===== src/sv/spdi_pkg.sv =====
// Shared types for the SPDI variant parser.
// Used by spdi_char_class and spdi_variant_parser_core; depends on nothing.
`timescale 1ns / 1ps

package spdi_pkg;

  localparam logic [7:0] CH_COLON = 8'h3A;
  localparam logic [7:0] CH_ZERO  = 8'h30;
  localparam logic [7:0] CH_NINE  = 8'h39;
  localparam logic [7:0] CH_A     = 8'h41;
  localparam logic [7:0] CH_C     = 8'h43;
  localparam logic [7:0] CH_G     = 8'h47;
  localparam logic [7:0] CH_T     = 8'h54;

  // Classification of one input character.
  typedef struct packed {
    logic       is_colon;
    logic       is_dec;
    logic       is_base;
    logic [3:0] digit;
  } char_class_t;

endpackage


===== src/sv/spdi_char_class.sv =====
// Character classifier: colon, decimal digit with its value, nucleotide letter.
// Depends on spdi_pkg.
`timescale 1ns / 1ps

module spdi_char_class (
  input  logic [7:0]           char_in,
  output spdi_pkg::char_class_t cls
);

  always_comb begin
    cls.is_colon = (char_in == spdi_pkg::CH_COLON);
    cls.is_dec   = (char_in >= spdi_pkg::CH_ZERO) && (char_in <= spdi_pkg::CH_NINE);
    cls.is_base  = (char_in == spdi_pkg::CH_A) || (char_in == spdi_pkg::CH_C) ||
                   (char_in == spdi_pkg::CH_G) || (char_in == spdi_pkg::CH_T);
    // ASCII digits sit at 0x30..0x39, so the low nibble is the value.
    cls.digit    = char_in[3:0];
  end

endmodule


===== src/sv/spdi_variant_parser_core.sv =====
// SPDI variant expression parser, top level.
// Depends on spdi_pkg and spdi_char_class.
// Usage:
//   The input channel (in_valid, in_stall, in_char_in, in_is_final) carries
//   one ASCII character of an expression "id:start:deleted:inserted" per
//   request; in_is_final marks the last character of the expression.
//   The result channel (out_valid, out_stall, out_valid_res, out_start_pos,
//   out_end_pos, out_ins_offset, out_ins_length) carries one request per
//   expression, issued for its final character. An invalid expression gives
//   out_valid_res = 0 with all other result fields zero.
//   Throughput is one character per cycle while in_stall is low: a character
//   waits in the input register, and the parser state, plus the result register
//   for a final character, update as it drains, using two 32-bit multiply-by-ten
//   adds and one 32-bit end-position add. The result register drives out_valid;
//   a final character waits while an earlier result is still held by out_stall.
//   While out_stall holds a result, characters that are not final still flow
//   into the parser; a final character waits in the input register, and
//   in_stall rises once that register cannot drain.
//   Synchronous active-low reset empties both registers and clears the parser;
//   after each final character the parser also restarts in the identifier phase.
`timescale 1ns / 1ps

module spdi_variant_parser_core #(
  parameter longint unsigned MAX_LEN = 65535
) (
  input  logic        clk,
  input  logic        rst_n,
  input  logic        in_valid,
  output logic        in_stall,
  input  logic [7:0]  in_char_in,
  input  logic        in_is_final,
  output logic        out_valid,
  input  logic        out_stall,
  output logic        out_valid_res,
  output logic [31:0] out_start_pos,
  output logic [31:0] out_end_pos,
  output logic [15:0] out_ins_offset,
  output logic [15:0] out_ins_length
);

  localparam int CNT_W = $clog2(MAX_LEN + 64'd1);
  localparam logic [CNT_W-1:0] CNT_MAX = CNT_W'(MAX_LEN);

  typedef enum logic [1:0] {
    PH_IDENT,
    PH_START,
    PH_DEL,
    PH_INS
  } phase_t;

  // Input register.
  logic             s1_valid_r;
  logic [7:0]       s1_char_r;
  logic             s1_final_r;

  // Parser state.
  phase_t           phase_r,  phase_nxt;
  logic             failed_r, failed_nxt;
  logic [31:0]      start_r,  start_nxt;
  logic [31:0]      del_r,    del_nxt;
  logic             del_num_r, del_num_nxt;
  logic [CNT_W-1:0] fcnt_r,   fcnt_nxt;
  logic [CNT_W-1:0] cpos_r,   cpos_nxt;
  logic [CNT_W-1:0] ins_beg_r, ins_beg_nxt;

  // Result register.
  logic             out_valid_r;
  logic             res_ok_r;
  logic [31:0]      res_start_r, res_end_r;
  logic [15:0]      res_off_r, res_len_r;

  spdi_pkg::char_class_t cls;
  logic                  advance;
  logic                  s1_load;
  logic                  res_ok;
  logic [CNT_W-1:0]      fcnt_inc;
  logic [CNT_W-1:0]      cpos_inc;
  logic [31:0]           start_mac;
  logic [31:0]           del_mac;

  spdi_char_class u_class (
    .char_in (s1_char_r),
    .cls     (cls)
  );

  // A character that is not final never needs the result register.
  assign advance  = s1_valid_r && (!s1_final_r || !out_valid_r || !out_stall);
  assign in_stall = s1_valid_r && !advance;
  assign s1_load  = in_valid && !in_stall;

  assign fcnt_inc  = (fcnt_r < CNT_MAX) ? fcnt_r + CNT_W'(1) : fcnt_r;
  assign cpos_inc  = (cpos_r < CNT_MAX) ? cpos_r + CNT_W'(1) : cpos_r;
  assign start_mac = (start_r << 3) + (start_r << 1) + 32'(cls.digit);
  assign del_mac   = (del_r << 3) + (del_r << 1) + 32'(cls.digit);

  always_comb begin
    phase_nxt   = phase_r;
    failed_nxt  = failed_r;
    start_nxt   = start_r;
    del_nxt     = del_r;
    del_num_nxt = del_num_r;
    fcnt_nxt    = fcnt_r;
    ins_beg_nxt = ins_beg_r;
    cpos_nxt    = cpos_inc;
    if (!failed_r) begin
      unique case (phase_r)
        PH_IDENT: begin
          if (cls.is_colon) begin
            phase_nxt = PH_START;
            fcnt_nxt  = '0;
          end
        end
        PH_START: begin
          if (cls.is_dec) begin
            start_nxt = start_mac;
            fcnt_nxt  = fcnt_inc;
          end else if (cls.is_colon && (fcnt_r != '0)) begin
            phase_nxt   = PH_DEL;
            fcnt_nxt    = '0;
            del_nxt     = '0;
            del_num_nxt = 1'b0;
          end else begin
            failed_nxt = 1'b1;
          end
        end
        PH_DEL: begin
          if (cls.is_colon) begin
            // A letter run is counted; its length becomes the deleted count.
            if (!del_num_r) begin
              del_nxt = 32'(fcnt_r);
            end
            phase_nxt   = PH_INS;
            fcnt_nxt    = '0;
            ins_beg_nxt = cpos_inc;
          end else if (cls.is_dec && ((fcnt_r == '0) || del_num_r)) begin
            del_num_nxt = 1'b1;
            del_nxt     = del_mac;
            fcnt_nxt    = fcnt_inc;
          end else if (cls.is_base && !del_num_r) begin
            fcnt_nxt = fcnt_inc;
          end else begin
            failed_nxt = 1'b1;
          end
        end
        PH_INS: begin
          if (cls.is_base) begin
            fcnt_nxt = fcnt_inc;
          end else begin
            failed_nxt = 1'b1;
          end
        end
        default: begin
          failed_nxt = 1'b1;
        end
      endcase
    end
  end

  assign res_ok = !failed_nxt && (phase_nxt == PH_INS);

  always_ff @(posedge clk) begin
    if (!rst_n) begin
      s1_valid_r  <= 1'b0;
      phase_r     <= PH_IDENT;
      failed_r    <= 1'b0;
      start_r     <= '0;
      del_r       <= '0;
      del_num_r   <= 1'b0;
      fcnt_r      <= '0;
      cpos_r      <= '0;
      ins_beg_r   <= '0;
      out_valid_r <= 1'b0;
    end else begin
      if (s1_load) begin
        s1_valid_r <= 1'b1;
        s1_char_r  <= in_char_in;
        s1_final_r <= in_is_final;
      end else if (advance) begin
        s1_valid_r <= 1'b0;
      end

      if (advance && s1_final_r) begin
        out_valid_r <= 1'b1;
      end else if (out_valid_r && !out_stall) begin
        out_valid_r <= 1'b0;
      end

      if (advance) begin
        if (s1_final_r) begin
          // Final character: issue the result and start over.
          res_ok_r    <= res_ok;
          res_start_r <= res_ok ? start_nxt : '0;
          res_end_r   <= res_ok ? start_nxt + del_nxt : '0;
          res_off_r   <= res_ok ? 16'(ins_beg_nxt) : '0;
          res_len_r   <= res_ok ? 16'(fcnt_nxt) : '0;
          phase_r     <= PH_IDENT;
          failed_r    <= 1'b0;
          start_r     <= '0;
          del_r       <= '0;
          del_num_r   <= 1'b0;
          fcnt_r      <= '0;
          cpos_r      <= '0;
          ins_beg_r   <= '0;
        end else begin
          phase_r   <= phase_nxt;
          failed_r  <= failed_nxt;
          start_r   <= start_nxt;
          del_r     <= del_nxt;
          del_num_r <= del_num_nxt;
          fcnt_r    <= fcnt_nxt;
          cpos_r    <= cpos_nxt;
          ins_beg_r <= ins_beg_nxt;
        end
      end
    end
  end

  assign out_valid      = out_valid_r;
  assign out_valid_res  = res_ok_r;
  assign out_start_pos  = res_start_r;
  assign out_end_pos    = res_end_r;
  assign out_ins_offset = res_off_r;
  assign out_ins_length = res_len_r;

endmodule


===== config.mk =====
export PLATFORM = sky130hd
export DESIGN_NAME = spdi_variant_parser_core
export DESIGN_NICKNAME = d
export VERILOG_FILES = /design/src/sv/spdi_pkg.sv /design/src/sv/spdi_char_class.sv /design/src/sv/spdi_variant_parser_core.sv
export SDC_FILE = /design/constraint.sdc
export NUM_CORES = 1
export LEC_CHECK = 0
export BUFFER_PORTS_ARGS = -buffer_cell sky130_fd_sc_hd__buf_2
export CAP_MARGIN = 20
export CORE_AREA = 2 2 216 218
export DETAILED_ROUTE_END_ITERATION = 7
export DIE_AREA = 0 0 218 220
export HOLD_SLACK_MARGIN = 0.05
export PLACE_DENSITY = 0.54
export RECOVER_POWER = 100
export SYNTH_ARGS = -nofsm -noshare
export SYNTH_HDL_FRONTEND = slang
export SYNTH_SLANG_ARGS = --single-unit

===== constraint.sdc =====
create_clock -name clk -period 7.1 [get_ports clk]
set_clock_uncertainty 0.2 [all_clocks]
set_input_delay 1.42 -clock clk [delete_from_list [all_inputs] [get_ports clk]]
set_output_delay 1.42 -clock clk [all_outputs]
set_load 0.005 [all_outputs]

Yosys cells after proc, flatten, opt, wreduce, memory -nomap -nowiden
Index checks and enable logic that the tools add are counted.

Flip-flop bits (word level): 224. Memory bits (read-only): 0. Memory bits (writable): 0. Memories: 0. Word-level logic and storage cells: 130. Latch bits: 0. Input port bits: 13.

Divide/modulo/power cells: 0. Equality and inequality tests: 14. Multiply operators: 0. Shift operators: 0. Magnitude comparators: 4. Muxes and demuxes: 56. $add $sub $neg: 7. Reductions and logical operators: 32. Bitwise operators: 0.

Operator list (count): $mux W32 (11); $mux W16 (16); $add A32 B32 Y32 (3); $add A32 B4 Y32 (2); $pmux W16 S4 (1); $pmux W32 S2 (1); $add A16 B1 Y16 const B (2); $eq A8 B7 Y1 const B (4); $lt A16 B16 Y1 const B (2); $mux W1 (18); $logic_not A16 Y1 (1); $reduce_bool A16 Y1 (1); $mux W2 (6); $ne A3 B3 Y1 const B (4); $logic_and A1 B1 Y1 (10); $eq A8 B6 Y1 const B (1); $ge A8 B6 Y1 const B (1); $le A8 B6 Y1 const B (1); $logic_not A1 Y1 (7); $reduce_and A7 Y1 (1); $eq A2 B2 Y1 const B (3); $logic_or A1 B1 Y1 (6); $pmux W2 S3 (1); $reduce_bool A2 Y1 (2); 8 further kinds (8).

Depth between registers and ports, before layout
Gate-level depths: netlist of run 1.

Depth after elaboration: 12. Mapped depth: 25.

Cells and area by module
Synthesis of run 1 repeated with hierarchy kept, for this count alone.

Cells, all modules: 1839. Area total of the unflattened synthesis: 15915.3 um^2.

By module, submodules not included: spdi_variant_parser_core (cells each 1824, times used 1, area each 15813.9 um^2); spdi_char_class (cells each 15, times used 1, area each 101.3 um^2).

Least setup slack after synthesis of run 1
OpenSTA, ideal clock, no wires.

Kind: register -> register. Start point: register s1_char_r[3]. End point: register res_end_r[30], in the netlist out_end_pos[30] (data pin). Clock period less this slack: 5.496 ns. Library setup time: 0.265 ns. Data required time: 6.635 ns. Path buffers: 0. Path slack: 1.604 ns. Stages on the path, launching flop included: 25. Data arrival time: 5.030 ns. Cell sequence: edfxtp_1 fa_1 inv_1 fa_1 nor2b_1 o21ai_0 a21boi_0 o21ai_0 a211oi_1 o31ai_1 o311ai_0 xnor2_1 mux2i_1 inv_1 ha_1 a21o_1 a21o_1 a21oi_1 o21ai_0 nand3_1 nand2_1 a41o_1 o311a_1 and4b_1 or3_1.

RTL lines: start, declared (RTL line spdi_variant_parser_core.sv:53) `logic [7:0] s1_char_r;`; start signal, assigned (RTL line spdi_variant_parser_core.sv:176) `s1_char_r <= in_char_in;`; branches (longest 2 deep; another with $add A32 B4 Y32); $mux W32 * (RTL line spdi_variant_parser_core.sv:114) `if (cls.is_dec) begin`; $mux W32 * (RTL line spdi_variant_parser_core.sv:106) `unique case (phase_r)`; $mux W32 * (RTL line spdi_variant_parser_core.sv:105) `if (!failed_r) begin`; via start_nxt[18] (RTL line spdi_variant_parser_core.sv:59) `logic [31:0] start_r, start_nxt;`; $add A32 B32 Y32 * (RTL line spdi_variant_parser_core.sv:193) `res_end_r <= res_ok ? start_nxt + del_nxt : '0;`; end signal, assigned (RTL line spdi_variant_parser_core.sv:193); end, declared (RTL line spdi_variant_parser_core.sv:69) `logic [31:0] res_start_r, res_end_r;`.

Mark *: on every way through the listed nets, which the timed path passes. A chain may end at the register's enable or synchronous reset.

Worst setup path after layout of run 1
Start point: register s1_char_r[3]. End point: register res_end_r[31], in the netlist out_end_pos[31] (data pin).

Cells in the longest elaborated chain, start to end: 12.

Ends and longest elaborated chain: branches (longest 12 deep; another with $add A32 B4 Y32).

Several ways; the timed one is not identified.

==> results of run 1 <==
## logic make-up (layout without fill, tap and decap cells)
logic type	Yosys count	count (layout)	share of synthesized area
multiplexers	30	30	0.0199
buffers and inverters	147	250	0.0363
XOR/XNOR	90	90	0.0505
flip-flops	224	224	0.349
adder cells (fa/ha/maj)	161	161	0.129
AO/OA/AOI/OAI	556	556	0.225
AND/OR/NAND/NOR	613	613	0.189
## path summary, 6_finish.rpt
path,startpoint,endpoint,slack (ps),cells after the start
min reg2reg,out_valid,out_valid,300,2
max,s1_char_r[3],out_end_pos[31],750,24
max reg2reg,s1_char_r[3],out_end_pos[31],750,24
min,out_valid,out_valid,300,2
## registers in the layout (all words and copies together) (netlist names)
| name | count |
|---|---|
| del_num_r | 1 |
| s1_valid_r | 1 |
| fcnt_r | 16 |
| out_valid_res | 1 |
| out_end_pos | 32 |
| s1_char_r | 8 |
| start_r | 32 |
| s1_final_r | 1 |
| out_valid | 1 |
| cpos_r | 16 |
| ins_beg_r | 16 |
| out_ins_length | 16 |
| out_start_pos | 32 |
| phase_r | 2 |
| out_ins_offset | 16 |
| del_r | 32 |
| failed_r | 1 |
## cell type report
cell class / count / area share
Clock buffer: 33 / 0.0391
Timing Repair Buffer: 139 / 0.0377
Sequential cell: 224 / 0.311
Multi-Input combinational cell: 1450 / 0.546
Clock inverter: 15 / 0.0100
Tap cell: 607 / 0.0426
Inverter: 63 / 0.0133
## placed cells by master (no fill, tap or decap), types with 53 or more instances in the layout
| cell | instances |
|---|---|
| nand2_1 | 163 |
| dfxtp_1 | 118 |
| nor2b_1 | 59 |
| edfxtp_1 | 106 |
| xnor2_1 | 53 |
| ha_1 | 156 |
| o21ai_0 | 154 |
| clkbuf_1 | 70 |
| a21oi_1 | 124 |
| inv_1 | 63 |
| nor2_1 | 154 |
## synthesized netlist by cell type (all sizes together), types with 15 or more instances
library cell  instances
a31oi                15
nand3                38
a21o                 51
o22ai                15
nor3                 40
nand2               164
o21bai               15
nor2b                59
nor2                156
xor2                 36
mux2i                18
dfxtp               118
o21ai               158
edfxtp              106
a22oi                39
a211oi               20
nand2b               16
ha                  156
a22o                 30
a21oi               125
clkbuf               74
inv                  63
xnor2                53
and3                 18
and2                 70
## power breakdown
part,switching (W),internal [W],leakage [nW]
registers,0.00000635,0.00136,1.97
logic,0.0000562,0.0000189,5.08
clock network,0.000577,0.000810,0.426
total,0.000640,0.00218,7.48
## metal layers
metal	vias up	routed length, µm	track usage
met5	-	13	0
met4	2	1320	0.0615
met3	79	2830	0.0284
met2	387	21400	0.314
met1	6680	23000	0.275
li1	6827	-	-
## worst min-delay path, cell delays in order, from the launching register on
cell and delay [ps]:
dfxtp_1 320, nand2_1 60, a21boi_0 70
## stage by stage
step	hold WS, ps	power [W]	setup slack, ps	cells	cell area, µm²
after CTS	305	0.00286	821	2530	17900
after floorplan	268	0.00143	1600	1821	15900
after global routing	333	0.00291	320	2531	17800
after detailed placement	295	0.00147	888	2482	17100
final	305	0.00282	750	2531	17800
after global placement	279	0.00146	972	2482	17100
==> results by group, run 1 <==
Timing
  – Unrepaired setup endpoints after global routing: false
  – Slew Viols, Final: 244
  – Setup TNS: 0 ps
  – Setup-failing EPs final: 0
  – Peak Freq: 0.157 GHz
  – Count of final hold-check violations: 0
  – Slew margin rel.: -1.14
  – Worst slew pin tran: 3200 ps
  – Final min period: 6350 ps
  – Period utilization: 0.894

CTS
  – CTS H-Tree Depth: 1
  – Clock Root Buffer: clkbuf_16
  – Post-CTS Setup Inserts: 0
  – Hold_buf cts: 0
  – Num CTS Buffers: 26
  – Worst-path clk slew: 60 ps
  – Post-cts resize count: 0
  – Clk buf depth: 3
  – Clock sink total: 224
  – Worst skew pair latency: 560 ps
  – CTS tree: done

Floorplan
  – Die area: 48000 µm²
  – Die Span X: 218 µm
  – Die height: 220 µm
  – Core ar.: 45900 µm²
  – Starting Density: 0.346
  – Std-Cell Rows: 79
  – # IOs: 112

Placement
  – GP Congestion: 0.903
  – # port buffers: 111
  – Final HPWL DP: 35.4 mm

Worst setup path
  – Critical path fanouts, max: 7
  – Crit end category: flip-flop
  – Cell chain of the critical path: inv_1 > fa_1 > inv_1 > fa_1 > a21o_1 > a21o_1 > a21oi_1 > nor3_1 > a211o_1 > a21oi_1 > xnor2_1 > a21oi_1 > o21ai_0 > ha_1 > nand2_1 > o21ai_0 > o41ai_1 > nand2_1 > o211a_1 > o21a_1 > a2111oi_0 > o31a_1 > xnor3_1 > nor2_1
  – Cell mode on critical path: a21oi_1
  – CP max stage cell: a2111oi_0
  – Worst Setup Start Kind: flip-flop
  – Crit Path Class: reg2reg
  – WP data arrival: 6390 ps
  – Delay-heaviest family, CP: compound AO/OA/AOI/OAI gates
  – Critical Path RT: 7140 ps
  – CP bufs+invs: 2
  – CP peak stage delay: 560 ps

Route
  – Routed wire length: 48.5 mm
  – Residual DRC: 0
  – WL per Instance: 19.2 µm
  – Iter 0 DRT Violations: 1036
  – Vias: 14000
  – TritonRoute pass-1 iters: 5
  – DR vias/cell: 5.52
  – Antenna-violating nets left: 0

Power and ir drop
  – LEAKAGE: 7.48 nW
  – P per Cell Area: 158 nW/µm²
  – Peak VDD IR: 0.156 mV

Logic synthesis
  – Synth Warn #: 0
  – Largest cells by area after synthesis: edfxtp_1 (20%), dfxtp_1 (15%), ha_1 (12%), o21ai_0 (4.8%), a21oi_1 (3.9%)
  – Asr flop ratio synth: 0
  – Cells after synthesis: 1821
  – Yosys top cell by area: edfxtp_1
  – Ys flop type: dfxtp_1
  – Post-synth net total: 1995
  – Seq/Total Area, Yosys: 0.349
  – Avg Inst Size Synth: 8.71 µm²
  – Synth top area share: 0.201
  – Synthesized flop and latch total: 224
  – Synthesized cell area: 15900 µm²
  – Post-synth cell types: 79
  – Number of flops mapped to enable cells by yosys: 106

Cells and area
  – Register area: 5550 µm²
  – Area grow syn2layout: 12.3%
  – Layout cells sized above 1: 0.0754
  – Post-layout util: 0.388
  – Fillers: 4669
  – Multi-input gate area: 9730 µm²
  – Ant diodes: 0
  – Layout Nets: 2078

GRT
  – GRT Residual Overflow: 0
  – Initial antenna violation count: 1
  – First-pass GRT wire length: 74.8 mm
  – Vias in the first global route: 13100
  – GRT Util Overall: 0.197
  – Largest net degree at the start of global routing: 72

Min path
  – HP Class: reg2reg

Run
  – Max Cap Viol: 4

Run status
  – Outcome: complete, but fails checks
  – Failing checks: capacitance limit, slew limit
Power figures use the tool's default switching activity.
==> run 2: changes to the inputs <==
- BUFFER_PORTS_ARGS: -buffer_cell sky130_fd_sc_hd__buf_2 -> -buffer_cell sky130_fd_sc_hd__buf_4
- CAP_MARGIN: 20 -> unset
- CTS_CLUSTER_SIZE: unset -> 25
==> results by group, run 2 (synthesis results as in run 1) <==
Run status
  – Outcome: complete, but fails checks
  – Failing checks: capacitance limit, slew limit

Timing
  – Worst slew pin tran: 3360 ps
  – Setup TNS: 0 ps
  – Setup-failing EPs final: 0
  – Slew margin rel.: -1.24
  – Unrepaired setup endpoints after global routing: false
  – Count of final hold-check violations: 0
  – Final min period: 6390 ps
  – Period utilization: 0.901
  – Peak Freq: 0.156 GHz
  – Slew Viols, Final: 128

Cells and area
  – Fillers: 4648
  – Layout Nets: 2073
  – Ant diodes: 0
  – Post-layout util: 0.395
  – Area grow syn2layout: 14.1%
  – Most common cell after layout, fill and taps aside: nand2_1
  – Commonest cells after routing, fill and taps aside: nand2_1 (164), ha_1 (156), o21ai_0 (155)
  – Layout cells sized above 1: 0.0974

GRT
  – GRT Residual Overflow: 0
  – Vias in the first global route: 13100
  – GRT Util Overall: 0.196
  – First-pass GRT wire length: 74.6 mm
  – Largest net degree at the start of global routing: 59
  – Initial antenna violation count: 1

Route
  – Antenna-violating nets left: 0
  – TritonRoute pass-1 iters: 5
  – Routed wire length: 48.4 mm
  – Vias: 14000
  – Residual DRC: 0
  – WL per Instance: 19.2 µm
  – DR vias/cell: 5.53
  – Iter 0 DRT Violations: 1081

Power and ir drop
  – LEAKAGE: 7.63 nW
  – Peak VDD IR: 0.163 mV
  – Total design power: 0.00286 W
  – P per Cell Area: 158 nW/µm²

Worst setup path
  – Crit end category: flip-flop
  – Worst Setup Start Kind: flip-flop
  – Cell chain of the critical path: inv_1 > ha_1 > nor4b_1 > nand4_1 > a21boi_0 > nor2_1 > nand2_1 > o21ai_0 > o21ai_0 > ha_1 > inv_1 > fa_1 > nor2b_1 > o21ai_0 > a21boi_0 > o31ai_1 > clkbuf_1 > o31a_1 > o21ai_1 > a41o_1 > o311a_1 > nor4_1 > or3_1
  – Worst r2r src: fcnt_r[1]
  – CP bufs+invs: 3
  – CP peak stage delay: 470 ps
  – Crit Path Class: reg2reg
  – Delay-heaviest family, CP: compound AO/OA/AOI/OAI gates
  – Critical Path RT: 7200 ps
  – Cell mode on critical path: o21ai_0
  – Setup crit start: fcnt_r[1]
  – Critical path fanouts, max: 12
  – WP data arrival: 6490 ps
  – CP max stage cell: a21boi_0

CTS
  – Clk buf depth: 3
  – Post-CTS Setup Inserts: 0
  – Worst-path clk slew: 60 ps
  – Worst skew pair latency: 570 ps
  – CTS H-Tree Depth: 1
  – CTS tree: done
  – Clock sink total: 224
  – Hold_buf cts: 0
  – Post-cts resize count: 0
  – Num CTS Buffers: 26
  – Clock Root Buffer: clkbuf_16

Floorplan
  – Die height: 220 µm
  – Std-Cell Rows: 79
  – Core ar.: 45900 µm²
  – Die area: 48000 µm²
  – # IOs: 112
  – Starting Density: 0.346
  – Die Span X: 218 µm

Placement
  – # port buffers: 111
  – GP Congestion: 0.916
  – Final HPWL DP: 35.7 mm

Run
  – Max Cap Viol: 3

Min path
  – Hold path startpoint: out_valid
  – HP Class: reg2reg
[run 2: tightest hold or removal path, stage by stage, from the launching register on]
cell      delay, ps
dfxtp_1         320
nand2_1          60
a21boi_0         60
[run 2: final timing paths]
check / to / slack [ps] / depth (start not counted)
worst max-delay path: out_end_pos[30] / 710 / 23
worst min-delay path: out_valid / 290 / 2
worst max register to register: out_end_pos[30] / 710 / 23
worst min register to register: out_valid / 290 / 2
[run 2: area by class of cell]
type | instances | area [µm²] | share of cell area
well taps | 607 | 759 | 0.0420
clock buffers | 30 | 676 | 0.0373
flip-flops and latches | 224 | 5550 | 0.306
repair buffers | 134 | 926 | 0.0512
inverters | 63 | 236 | 0.0131
clock inverters | 18 | 221 | 0.0122
multi-input cells | 1450 | 9740 | 0.538
[run 2: layer usage]
metal | global-route usage | vias to the layer above | part of all wire
li1 | - | 6804 | -
met1 | 0.278 | 6715 | 0.47
met2 | 0.312 | 377 | 0.45
met3 | 0.0231 | 73 | 0.051
met4 | 0.0576 | 0 | 0.025
met5 | 0 | - | 0
[run 2: power breakdown]
group,switching (W),leakage [nW],internal (W)
sequential,0.00000663,1.97,0.00135
clock,0.000586,0.435,0.000836
combinational,0.0000555,5.23,0.0000218
[run 2: through the flow]
stage / cell area (µm²) / hold slack, ps / setup slack [ps] / cells
after floorplan: 15900 / 268 / 1600 / 1821
after global placement: 17300 / 277 / 1020 / 2478
after detailed placement: 17300 / 290 / 956 / 2478
after CTS: 18200 / 296 / 869 / 2526
after global routing: 18100 / 337 / 249 / 2526
final: 18100 / 291 / 705 / 2526
==> run 3: changes to the inputs <==
- CELL_PAD_IN_SITES_DETAIL_PLACEMENT: unset -> 0
- CELL_PAD_IN_SITES_GLOBAL_PLACEMENT: unset -> 1
- PLACE_DENSITY: 0.54 -> 0.66
==> results by group, run 3 (synthesis results as in run 1) <==
Run status
  – Outcome: complete, but fails checks
  – Failing checks: capacitance limit, slew limit

Route
  – Residual DRC: 0
  – Iter 0 DRT Violations: 1007
  – DR vias/cell: 5.47
  – WL per Instance: 19.1 µm
  – Antenna-violating nets left: 0
  – Vias: 13800
  – TritonRoute pass-1 iters: 5
  – Routed wire length: 48.4 mm

Worst setup path
  – CP max stage cell: fa_1
  – Critical path fanouts, max: 5
  – CP bufs+invs: 2
  – Cell chain of the critical path: inv_1 > fa_1 > inv_1 > ha_1 > a211oi_1 > o211ai_1 > nand3_1 > nand2b_1 > a21o_1 > xor2_1 > a21oi_1 > o21ai_0 > ha_1 > a21o_1 > a21o_1 > a211oi_1 > o31a_1 > o21ai_0 > a41o_1 > o311a_1 > and4b_1 > or3_1
  – WP data arrival: 6530 ps
  – Worst R2R Path Depth: 22
  – Crit end category: flip-flop
  – Delay-heaviest family, CP: compound AO/OA/AOI/OAI gates
  – CP Depth: 22
  – Worst Setup Start Kind: flip-flop
  – Crit Path Class: reg2reg
  – Cell mode on critical path: a21o_1
  – CP peak stage delay: 480 ps
  – Critical Path RT: 7210 ps

Cells and area
  – Layout cells sized above 1: 0.0973
  – Commonest cells after routing, fill and taps aside: nand2_1 (163), ha_1 (156), o21ai_0 (154), nor2_1 (154), a21oi_1 (124)
  – Most common cell after layout, fill and taps aside: nand2_1
  – Layout Nets: 2074
  – Area grow syn2layout: 14.6%

CTS
  – Worst skew pair latency: 580 ps
  – Hold_buf cts: 0
  – Worst-path clk slew: 60 ps
  – Post-cts resize count: 0
  – Clock sink total: 224
  – Clock Root Buffer: clkbuf_16
  – CTS H-Tree Depth: 1
  – Num CTS Buffers: 27
  – CTS tree: done
  – Post-CTS Setup Inserts: 0
  – Clk buf depth: 3

Floorplan
  – # IOs: 112
  – Die height: 220 µm
  – Std-Cell Rows: 79
  – Starting Density: 0.346
  – Die area: 48000 µm²
  – Die Span X: 218 µm
  – Core ar.: 45900 µm²

Timing
  – Setup TNS: 0 ps
  – Slew Viols, Final: 204
  – Peak Freq: 0.156 GHz
  – Final min period: 6420 ps
  – Period utilization: 0.904
  – Unrepaired setup endpoints after global routing: false
  – Setup-failing EPs final: 0
  – Count of final hold-check violations: 0
  – Slew margin rel.: -0.953
  – Worst slew pin tran: 2930 ps

Power and ir drop
  – Peak VDD IR: 0.174 mV
  – LEAKAGE: 7.69 nW
  – P_int: 0.00230 W
  – Sw Ratio: 0.228
  – Combinational group share of total power: 0.026
  – Seq pwr share: 0.457
  – Total design power: 0.00298 W
  – Net Switching: 0.000679 W
  – Clk pwr share: 0.518
  – P per Cell Area: 164 nW/µm²

GRT
  – GRT Residual Overflow: 0
  – Initial antenna violation count: 0
  – Largest net degree at the start of global routing: 72
  – Vias in the first global route: 13100
  – First-pass GRT wire length: 75.2 mm
  – GRT Util Overall: 0.199

Placement
  – Final HPWL DP: 35.4 mm
  – # port buffers: 111
  – GP Congestion: 0.888

Min path
  – HP Class: reg2reg
  – Hold path depth: 2

Run
  – Max Cap Viol: 4
[run 3: worst min-delay path: stages, from the launching register on]
cell and delay, ps:
dfxtp_1 320, nand2_1 50, a21boi_0 60
[run 3: power groups by stage]
stage	logic, W	registers, W	clock network (W)
detailed placement	0.0000811	0.00139	0
floorplan	0.0000397	0.00139	0
global placement	0.0000809	0.00139	0
global route	0.0000843	0.00136	0.00163
finish	0.0000773	0.00136	0.00154
CTS	0.0000812	0.00136	0.00158
[run 3: worst paths after layout]
check	from	end	slack [ps]
worst min-delay path	out_valid	out_valid	280
worst min register to register	out_valid	out_valid	280
worst max-delay path	s1_char_r[3]	out_end_pos[30]	680
worst max register to register	s1_char_r[3]	out_end_pos[30]	680
[run 3: layout make-up]
type	count	area (µm²)
sequential	224	5550
antenna	1	2.50
tap	607	759
timing repair buffer	134	930
multi-input combinational	1450	9740
fill	4653	27700
inverter	63	236
clock buffer	29	683
clock inverter	21	295
[run 3: metal layers]
layer	global-route usage	part of all wire	wire, µm
met3	0.0207	0.049	2380
met1	0.287	0.48	23400
met2	0.318	0.45	21700
met5	0	0	0
met4	0.0463	0.018	885
[run 3: metrics by stage]
stage                     hold WS [ps]  area [µm²]  std cells  utilization  setup WS [ps]
after global routing               309       18200       2528        0.397            191
after global placement             277       17300       2478        0.378            909
after floorplan                    268       15900       1821            -           1600
after detailed placement           279       17300       2478        0.378            846
final                              283       18200       2529        0.397            679
after CTS                          285       18300       2528        0.399            788
